<file path="config.mk">
export PLATFORM = sky130hd
export DESIGN_NAME = windowed_crc_checksum_verifier_unit
export DESIGN_NICKNAME = d
export VERILOG_FILES = /design/src/sv/wccv_pkg.sv /design/src/sv/windowed_crc_checksum_verifier_unit.sv /design/src/sv/wccv_core.sv
export VERILOG_INCLUDE_DIRS = /design/src /design/src/sv
export SDC_FILE = /design/constraint.sdc
export NUM_CORES = 1
export LEC_CHECK = 0
export ABC_AREA = 0
export BUFFER_PORTS_ARGS = -buffer_cell sky130_fd_sc_hd__buf_4
export CAP_MARGIN = 20
export CELL_PAD_IN_SITES_DETAIL_PLACEMENT = 1
export CELL_PAD_IN_SITES_GLOBAL_PLACEMENT = 1
export CORE_MARGIN = 2
export CORE_UTILIZATION = 40
export DETAILED_ROUTE_END_ITERATION = 8
export PLACE_DENSITY_LB_ADDON = 0.3
export SETUP_SLACK_MARGIN = 0.15
export SYNTH_ARGS = -nofsm -noshare
export SYNTH_HDL_FRONTEND = slang
export SYNTH_SLANG_ARGS = --single-unit
</file>
<file path="constraint.sdc">
create_clock -name clk -period 5.6 [get_ports clk]
set_input_delay 0.56 -clock clk [delete_from_list [all_inputs] [get_ports clk]]
set_output_delay 0.56 -clock clk [all_outputs]
set_load 0.05 [all_outputs]
</file>
<file path="src/sv/windowed_crc_checksum_verifier_unit_assert.svh">
// Assertion macros shared by the checksum verifier RTL.
`ifndef WINDOWED_CRC_CHECKSUM_VERIFIER_UNIT_ASSERT_SVH
`define WINDOWED_CRC_CHECKSUM_VERIFIER_UNIT_ASSERT_SVH

// Same-cycle implication, checked outside reset.
`define WCCV_ASSERT_NOW(lbl, ante, cons, msg) \
	lbl: assert property (@(posedge clk) disable iff (!arst_n) (ante) |-> (cons)) \
		else $error(msg);

// Next-cycle implication, checked outside reset.
`define WCCV_ASSERT_NEXT(lbl, ante, cons, msg) \
	lbl: assert property (@(posedge clk) disable iff (!arst_n) (ante) |=> (cons)) \
		else $error(msg);

`endif

</file>
<file path="src/sv/wccv_pkg.sv">
// Package: types, constants and CRC byte functions of the checksum verifier.
`timescale 1ns / 1ps

package wccv_pkg;

	localparam longint unsigned MAX_BUFFER_BYTES = 64'd65536;

	localparam int WIN_W  = 17;
	localparam int TYPE_W = 2;
	localparam int IDX_W  = 2;

	localparam logic [31:0] POLY32 = 32'h82F6_3B78;
	localparam logic [31:0] ONES32 = 32'hFFFF_FFFF;
	localparam logic [63:0] POLY64 = 64'h42F0_E1EB_A9EA_3693;

	localparam logic [TYPE_W-1:0] CK_CRC32C = 2'd0;
	localparam logic [TYPE_W-1:0] CK_CRC64  = 2'd1;

	localparam logic [IDX_W-1:0] REG_CHECKSUM_TYPE = 2'd0;
	localparam logic [IDX_W-1:0] REG_WINDOW_START  = 2'd1;
	localparam logic [IDX_W-1:0] REG_WINDOW_END    = 2'd2;

	typedef struct packed {
		logic [7:0]  data_byte;
		logic        last_byte;
		logic [63:0] stored_value;
	} in_item_t;

	typedef struct packed {
		logic        verified;
		logic [63:0] computed_checksum;
		logic        window_fault;
	} out_item_t;

	typedef struct packed {
		logic [TYPE_W-1:0] checksum_type;
		logic [WIN_W-1:0]  window_start;
		logic [WIN_W-1:0]  window_end;
	} cfg_t;

	function automatic logic [31:0] crc32c_byte(input logic [31:0] crc, input logic [7:0] b);
		logic [31:0] c;
		c = crc ^ {24'd0, b};
		for (int i = 0; i < 8; i++) begin
			c = c[0] ? (POLY32 ^ (c >> 1)) : (c >> 1);
		end
		return c;
	endfunction

	function automatic logic [63:0] crc64_byte(input logic [63:0] crc, input logic [7:0] b);
		logic [63:0] c;
		c = crc ^ {b, 56'd0};
		for (int i = 0; i < 8; i++) begin
			c = c[63] ? ((c << 1) ^ POLY64) : (c << 1);
		end
		return c;
	endfunction

endpackage

</file>
<file path="src/sv/windowed_crc_checksum_verifier_unit.sv">
// Top level of the windowed CRC32C / CRC-64/ECMA checksum verifier.
//
//   channel  direction  handshake           payload
//   src      in         src_valid/stall     wccv_pkg::in_item_t (one byte)
//   res      out        res_valid/stall     wccv_pkg::out_item_t (last byte only)
//   cfg      in         cfg_valid/ready     cfg_index, cfg_data
//
// One byte per cycle unless a last byte waits on a stalled result; a byte sits
// in the input register, where the CRC byte networks and the verify compare
// run, and a last byte's result sits in the output register from the next cycle.
// Reset clears the buffer state and the registers to type CRC32C, empty window.
// A stalled result holds only last bytes back; other bytes keep moving.
`timescale 1ns / 1ps
`include "windowed_crc_checksum_verifier_unit_assert.svh"

module windowed_crc_checksum_verifier_unit #(
	parameter longint unsigned MAX_BUFFER_BYTES = wccv_pkg::MAX_BUFFER_BYTES
) (
	input  logic                            clk,
	input  logic                            arst_n,
	input  logic                            src_valid,
	output logic                            src_stall,
	input  wccv_pkg::in_item_t              src_item,
	output logic                            res_valid,
	input  logic                            res_stall,
	output wccv_pkg::out_item_t             res_item,
	input  logic                            cfg_valid,
	output logic                            cfg_ready,
	input  logic [wccv_pkg::IDX_W-1:0]      cfg_index,
	input  logic [wccv_pkg::WIN_W-1:0]      cfg_data
);

	wccv_pkg::cfg_t      cfg_q;
	wccv_pkg::in_item_t  item_s1;
	wccv_pkg::out_item_t res_item_q;
	wccv_pkg::out_item_t core_res;
	logic                valid_s1;
	logic                res_valid_q;
	logic                out_free, adv_s1, emit;

	assign cfg_ready = 1'b1;
	assign out_free  = !res_valid_q || !res_stall;
	assign adv_s1    = valid_s1 && (!item_s1.last_byte || out_free);
	assign emit      = adv_s1 && item_s1.last_byte;
	assign src_stall = valid_s1 && !adv_s1;
	assign res_valid = res_valid_q;
	assign res_item  = res_item_q;

	always_ff @(posedge clk or negedge arst_n) begin
		if (!arst_n) begin
			cfg_q <= '{checksum_type: wccv_pkg::CK_CRC32C, window_start: '0, window_end: '0};
		end else if (cfg_valid && cfg_ready) begin
			unique case (cfg_index)
				wccv_pkg::REG_CHECKSUM_TYPE:
					cfg_q.checksum_type <= cfg_data[wccv_pkg::TYPE_W-1:0];
				wccv_pkg::REG_WINDOW_START: cfg_q.window_start <= cfg_data;
				wccv_pkg::REG_WINDOW_END:   cfg_q.window_end   <= cfg_data;
				default: ;
			endcase
		end
	end

	always_ff @(posedge clk or negedge arst_n) begin
		if (!arst_n) begin
			valid_s1    <= 1'b0;
			res_valid_q <= 1'b0;
		end else begin
			if (!src_stall) begin
				valid_s1 <= src_valid;
			end
			if (emit) begin
				res_valid_q <= 1'b1;
			end else if (!res_stall) begin
				res_valid_q <= 1'b0;
			end
		end
	end

	always_ff @(posedge clk) begin
		if (src_valid && !src_stall) begin
			item_s1 <= src_item;
		end
		if (emit) begin
			res_item_q <= core_res;
		end
	end

	wccv_core #(
		.MAX_BUFFER_BYTES(MAX_BUFFER_BYTES)
	) u_core (
		.clk   (clk),
		.arst_n(arst_n),
		.step  (adv_s1),
		.item  (item_s1),
		.cfg   (cfg_q),
		.result(core_res)
	);

	`WCCV_ASSERT_NOW(a_stall_needs_item, src_stall, valid_s1 && item_s1.last_byte,
		"input stalled without a waiting last byte")
	`WCCV_ASSERT_NOW(a_fault_zero, res_valid_q && res_item_q.window_fault,
		!res_item_q.verified && res_item_q.computed_checksum == 64'd0,
		"faulted result carries checksum or pass")
	`WCCV_ASSERT_NEXT(a_emit_shows, emit, res_valid_q, "result lost after last byte")

endmodule

</file>
<file path="src/sv/wccv_core.sv">
// Per-buffer state, CRC update and verify result logic.
`timescale 1ns / 1ps
`include "windowed_crc_checksum_verifier_unit_assert.svh"

module wccv_core #(
	parameter longint unsigned MAX_BUFFER_BYTES = wccv_pkg::MAX_BUFFER_BYTES
) (
	input  logic                clk,
	input  logic                arst_n,
	input  logic                step,
	input  wccv_pkg::in_item_t  item,
	input  wccv_pkg::cfg_t      cfg,
	output wccv_pkg::out_item_t result
);

	localparam int PosW = $clog2(MAX_BUFFER_BYTES + 64'd1);
	localparam int CmpW = (PosW > wccv_pkg::WIN_W) ? PosW : wccv_pkg::WIN_W;
	localparam logic [PosW-1:0] MaxPos = PosW'(MAX_BUFFER_BYTES);

	logic [PosW-1:0] pos_q, pos_n;
	logic            ovf_q, ovf_n;
	logic [31:0]     crc32_q, crc32_n;
	logic [63:0]     crc64_q, crc64_n;
	logic            sat, in_win, fault, is32;
	logic [CmpW-1:0] pos_x, start_x, end_x, len_x;
	logic [31:0]     fin32;

	always_comb begin
		sat     = (pos_q == MaxPos);
		pos_x   = CmpW'(pos_q);
		start_x = CmpW'(cfg.window_start);
		end_x   = CmpW'(cfg.window_end);
		in_win  = !sat && (pos_x >= start_x) && (pos_x < end_x);
		crc32_n = in_win ? wccv_pkg::crc32c_byte(crc32_q, item.data_byte) : crc32_q;
		crc64_n = in_win ? wccv_pkg::crc64_byte(crc64_q, item.data_byte) : crc64_q;
		pos_n   = sat ? pos_q : pos_q + PosW'(1);
		ovf_n   = ovf_q || sat;
		len_x   = CmpW'(pos_n);
		is32    = (cfg.checksum_type == wccv_pkg::CK_CRC32C);
		fault   = ovf_n || (start_x > end_x) || (end_x > len_x)
			|| !(is32 || (cfg.checksum_type == wccv_pkg::CK_CRC64));
		fin32   = crc32_n ^ wccv_pkg::ONES32;
		result.window_fault = fault;
		if (fault) begin
			result.computed_checksum = 64'd0;
			result.verified          = 1'b0;
		end else if (is32) begin
			result.computed_checksum = {32'd0, fin32};
			result.verified          = (fin32 == item.stored_value[31:0]);
		end else begin
			result.computed_checksum = crc64_n;
			result.verified          = (crc64_n == item.stored_value);
		end
	end

	always_ff @(posedge clk or negedge arst_n) begin
		if (!arst_n) begin
			pos_q   <= '0;
			ovf_q   <= 1'b0;
			crc32_q <= wccv_pkg::ONES32;
			crc64_q <= 64'd0;
		end else if (step) begin
			if (item.last_byte) begin
				pos_q   <= '0;
				ovf_q   <= 1'b0;
				crc32_q <= wccv_pkg::ONES32;
				crc64_q <= 64'd0;
			end else begin
				pos_q   <= pos_n;
				ovf_q   <= ovf_n;
				crc32_q <= crc32_n;
				crc64_q <= crc64_n;
			end
		end
	end

	`WCCV_ASSERT_NOW(a_pos_bounded, 1'b1, pos_q <= MaxPos, "byte position above maximum")
	`WCCV_ASSERT_NOW(a_ovf_saturated, ovf_q, pos_q == MaxPos, "overflow without saturated count")
	`WCCV_ASSERT_NEXT(a_clear_after_last, step && item.last_byte,
		pos_q == '0 && !ovf_q && crc32_q == wccv_pkg::ONES32 && crc64_q == 64'd0,
		"buffer state not cleared after last byte")

endmodule

</file>
======== After elaboration in Yosys (flattened, before gate mapping) ========
Index checks and enable logic that the tools add are counted.
word-level totals
  flip-flop bits (word level) ............. 291
  bits of input ports ..................... 97
  output and inout port bits .............. 69
  word-level logic and storage cells ...... 99
operators by class
  add/subtract/negate cells ............... 1
  order comparisons ....................... 4
  equal/unequal tests ..................... 7
  multiplexer cells ....................... 26
  bitwise gates (word level) .............. 19
  reductions and logical operators ........ 26
operators with widths
  cell                   count
  $mux 63                8
  $mux 32                10
  $not 33->33            8
  $not 16->17            8
  $mux 64                2
  $mux 65                1
  $eq 64x64->1           1
  $xor 64x64->64         1
  $gt 17x17->1           2
  $mux 17                2
  $eq 32x32->1           1
  $not 32->32            1
  $xor 32x8->32          1
  $add 17x1->17 const B  1
  $eq 17x17->1 const B   1
  $ge 17x17->1           1
  $lt 17x17->1           1
  $logic_not 1->1        7
  $logic_or 1x1->1       7
  $logic_and 1x1->1      6
  $reduce_and 2->1       3
  $eq 2x1->1 const B     2
  $logic_not 2->1        2
  $mux 1                 3
  3 further kinds        3

======== Longest topological paths before layout ========
  depth in word-level cells ............... 21
  mapped depth ............................ 20
  gate-level depth less buffers ........... 18

======== By module ========
From an unflattened synthesis, not the netlist that was laid out.
second synthesis, totals
  cells, all modules ...................... 1,714
  area, all modules ....................... 18,330.1 um^2
modules (own cells, without submodules)
  module                               instances  cells each  area an instance (um^2)  sequential area each (um^2)
  wccv_core                            1          1,484       12,594.6                 2,892.8
  windowed_crc_checksum_verifier_unit  1          230         5,735.5                  5,124.9

======== Least setup slack after synthesis ========
Ideal clock, no wire load.
  path type ............................... flip-flop to flip-flop
  start ................................... register u_core.pos_q[12]
  end ..................................... register res_item_q (netlist bit res_item[65]) (data pin)
  library setup time ...................... 0.180 ns
  data arrival time ....................... 4.063 ns
  required time ........................... 5.420 ns
  path slack .............................. 1.357 ns
  cell stages (with the launch flop) ...... 14
  buffers on the path ..................... 1
  period minus slack after synthesis ...... 4.243 ns
  cells stage by stage .................... dfrtp_1 > ha_1 > nand4_1 > or4_1 > a32oi_1 > a211oi_1 > a211oi_2 > buf_4 > nand3_1 > a32oi_1 > nand4_1 > or4b_1 > or4_1 > o41ai_2
on the way
  cells in the longest elaborated chain, start to end .. 8
  elaborated cells on any way between the ends .. 19
  classes of those cells .................. 1 x add/sub; 3 x order compare; 3 x eq/ne; 4 x mux; 1 x bitwise; 7 x reduce/logical
ends and longest elaborated chain
  item                                                                   RTL line                                   text
  start: declaration                                                     wccv_core.sv:20                            logic [PosW-1:0] pos_q, pos_n;
  start signal: assignment                                               wccv_core.sv:69                            pos_q <= pos_n;
  parallel branches: the longest is 8 deep, another holds $add 17x1->17  n/a
  end signal: assignment                                                 windowed_crc_checksum_verifier_unit.sv:84  res_item_q <= core_res;
  end: declaration                                                       windowed_crc_checksum_verifier_unit.sv:35  wccv_pkg::out_item_t res_item_q;
Several ways; the timed one is not identified.
A chain may end at the register's enable or synchronous reset.

======== Worst setup path in the final report ========
Same ends and word-level chain as after synthesis.

==> impl_metrics.toml <==
[run_status]
status = "completed"

[timing]
fin_tns_setup_ns = 0
slew_viol_final = 0
fin_crit_sh = 0.9262
hold_viol = 0
rsz0062_at_grt = "false"
setup_viol = 0
relSlewSlack = 0.2409
skew_ns = 0.03069
fin_ws_ns = 0.4134
max_freq_ghz = 0.1928
period_minus_slack_ns = 5.187
tightest_slew_ns = 1.131

[grt]
grt_antenna_before_repair = 1
grt_max_degree = 69
grtUsageTotal = 0.2932
grt_overflow_total = 0
grt_pass1_vias = 14840
grt_pass1_wl_um = 97130

[setup_path]
start_kind = "register"
worstPathRequired_ns = 5.98
cp-end-kind = "register"
cp.arrival_ns = 5.57
critPathKind = "reg -> reg"
worst-path-max-fanout = 42

[logic_synthesis]
avgSynthCellArea_um2 = 10.78
synthDistinctLibCells = 75
syn-num-nets = 1796
synthArstFlopShare = 0.5223
synthMuxAreaShare = 0.05056
syn_inst = 1630
netlist_area_um2 = 17570
yosysTopAreaCell = "edfxtp_1"
synth_simple_gate_area_frac = 0.09577
synthFlopType = "edfxtp_1"
ys_seq_area_frac = 0.4563
synth_compound_area_frac = 0.1336
ys_warn_count = 0
yosys-top-cells-count = "196 x xnor2_1, 139 x edfxtp_1, 129 x nand2_1, 122 x nor2_1, 120 x dfrtp_1"
synth_top_area_share = 0.2375
synth_fa_ha_area_frac = 0.04913
synth_xor_area_frac = 0.1816
synth_area_leaders = "edfxtp_1 24%, dfrtp_1 17%, xnor2_1 9.8%"
synth_edf_count = 139
synth_top_family_by_area = "XOR/XNOR gates"
ys_ff_latch = 291
synthMostInstantiatedCell = "xnor2_1"

[route]
vias = 14030
drt_first_iter_violations = 1200
wl_per_cell_um = 27.31
drt_wl_total_um = 66040
dr.pass1.iters = 7
route.detailed.drc = 0
vias_per_cell = 5.802
ant_nets = 0

[placed_design]
dp.cells = 2351
dp_slack_ns = 0.4604
place_area_um2 = 19640
port_buffers = 164
finalWeightedCongestion = 1.015
dp_hpwl_um = 50260

[finish]
post-route-cell-area_um2 = 20870
fillers = 4712
nets = 1972
instances_no_fill = 2418
diodes = 0
area_delta_synth_final_pct = 18.76
final_layout_size_suffix_gt1_frac = 0.2008

[job]
drv_cap = 0

[power]
p_leak_uw = 0.008190
p_total_uw = 6720
p_per_area_nw_per_um2 = 322.0
max-vdd-ir-drop_uv = 171.9

[cts]
cts_tree = "built"
numCtsBuffers = 36
h-tree-depth = 2
insertion_delay_ns = 0.57
postCtsSetupBuffers = 0
cts_buffer_depth = 3
path_clk_slew_ns = 0.06
cts_root_buf = "clkbuf_16"
cts.sinks = 291

[die]
die_w_um = 213.6
start_util = 0.4070
die_h_um = 213.6
core_area_um2 = 43170
rows = 76
die-area_um2 = 45620
ios = 166

[hold_path]
hp-class = "in -> reg"
## path summary, 6_finish.rpt
| path | from | end | slack [ns] | depth (start not counted) |
|---|---|---|---|---|
| worst max-delay path | u_core.pos_q[12] | res_item[65] | 0.41 | 15 |
| worst min-delay path | src_item[35] | item_s1[35] | 0.16 | 1 |
| worst max register to register | u_core.pos_q[12] | res_item[65] | 0.41 | 15 |
| worst min register to register | u_core.crc32_q[18] | u_core.crc32_q[18] | 0.53 | 2 |
| max in group asynchronous | arst_n | u_core.crc64_q[37] | 3.81 | 3 |
| min in group asynchronous | arst_n | cfg_q[25] | 0.55 | 2 |
## layout by cell type, fill, tap and decap left out, types with 23 or more instances in the layout
cell       instances
buf_4            205
xnor2_1          196
edfxtp_1         139
nand2_1          129
nor2_1           121
dfrtp_1          120
xor2_1            94
a21oi_1           87
inv_1             74
o21ai_0           71
ha_1              69
mux2i_1           46
mux2_2            38
a22o_1            37
clkbuf_16         37
dfstp_2           32
nand3_1           31
a211oi_1          26
o22ai_1           25
nand4_1           23
## critical path, stage by stage, from the launching register on
cell and delay, ns:
dfrtp_1 0.49, ha_1 0.36, nand4_1 0.20, or4_1 0.57, a32oi_1 0.19, a211oi_1 0.12, a211oi_4 0.29, buf_12 0.29
buf_12 0.28, buf_4 0.37, mux2i_1 0.46, nor2_1 0.08, a21oi_1 0.20, nand4_1 0.12, or4_1 0.57, o41ai_2 0.37
## metal layers
metal,GRT usage,vias to the layer above,part of all wire,routed length (um)
met1,0.3809,7143,0.41,27330
met3,0.05185,139,0.069,4542
met5,0,-,0,0
met4,0.1190,0,0.043,2860
met2,0.4853,568,0.47,31300
li1,-,6180,-,-
## through the flow
stage | hold slack [ns] | util
global placement | 0.5041 | 0.4547
finish | 0.1635 | 0.4834
CTS | 0.1405 | 0.4832
global route | 0.1466 | 0.4834
detailed placement | 0.5147 | 0.4549
floorplan | 0.2644 | -
## where the power goes
part | internal, uW | switching [uW] | total (uW) | leakage, uW
sequential | 2380 | 150 | 2530 | 0.00328
clock | 1470 | 979 | 2450 | 0.000585
combinational | 644 | 1100 | 1740 | 0.00433
total | 4490 | 2230 | 6720 | 0.00819
## registers in the layout, indices dropped and copies added, names as in the netlist
| register | count |
|---|---|
| u_core.pos_q | 17 |
| cfg_q | 36 |
| item_s1 | 73 |
| u_core.crc32_q | 32 |
| res_valid | 1 |
| u_core.ovf_q | 1 |
| res_item | 66 |
| valid_s1 | 1 |
| u_core.crc64_q | 64 |
## final cells by class
cell class	instances	area, um2	area share
clock buffers	44	972.2	0.04659
clock inverters	21	240.2	0.01151
inverters	74	277.8	0.01331
multi-input cells	1193	9007	0.4316
flip-flops and latches	291	8018	0.3842
well taps	585	732.0	0.03508
repair buffers	210	1620	0.07765
## kinds of logic (layout without fill, tap and decap cells)
logic type	Yosys count	count (layout)
buffers and inverters	146	349
other	1	1
DFF	291	291
muxes	84	84
AOI/OAI and AO/OA	349	349
adders and majority gates	69	69
and+or+nand+nor	371	371
xor gates and xnor gates	319	319
## what timing repair did
item / 4_1_cts / 5_1_grt
resized for setup: 0 / 0
hold endpoints to repair: 1 / 0
hold buffers: 1 / 0
Note: power is estimated with default switching activity, not from simulation.
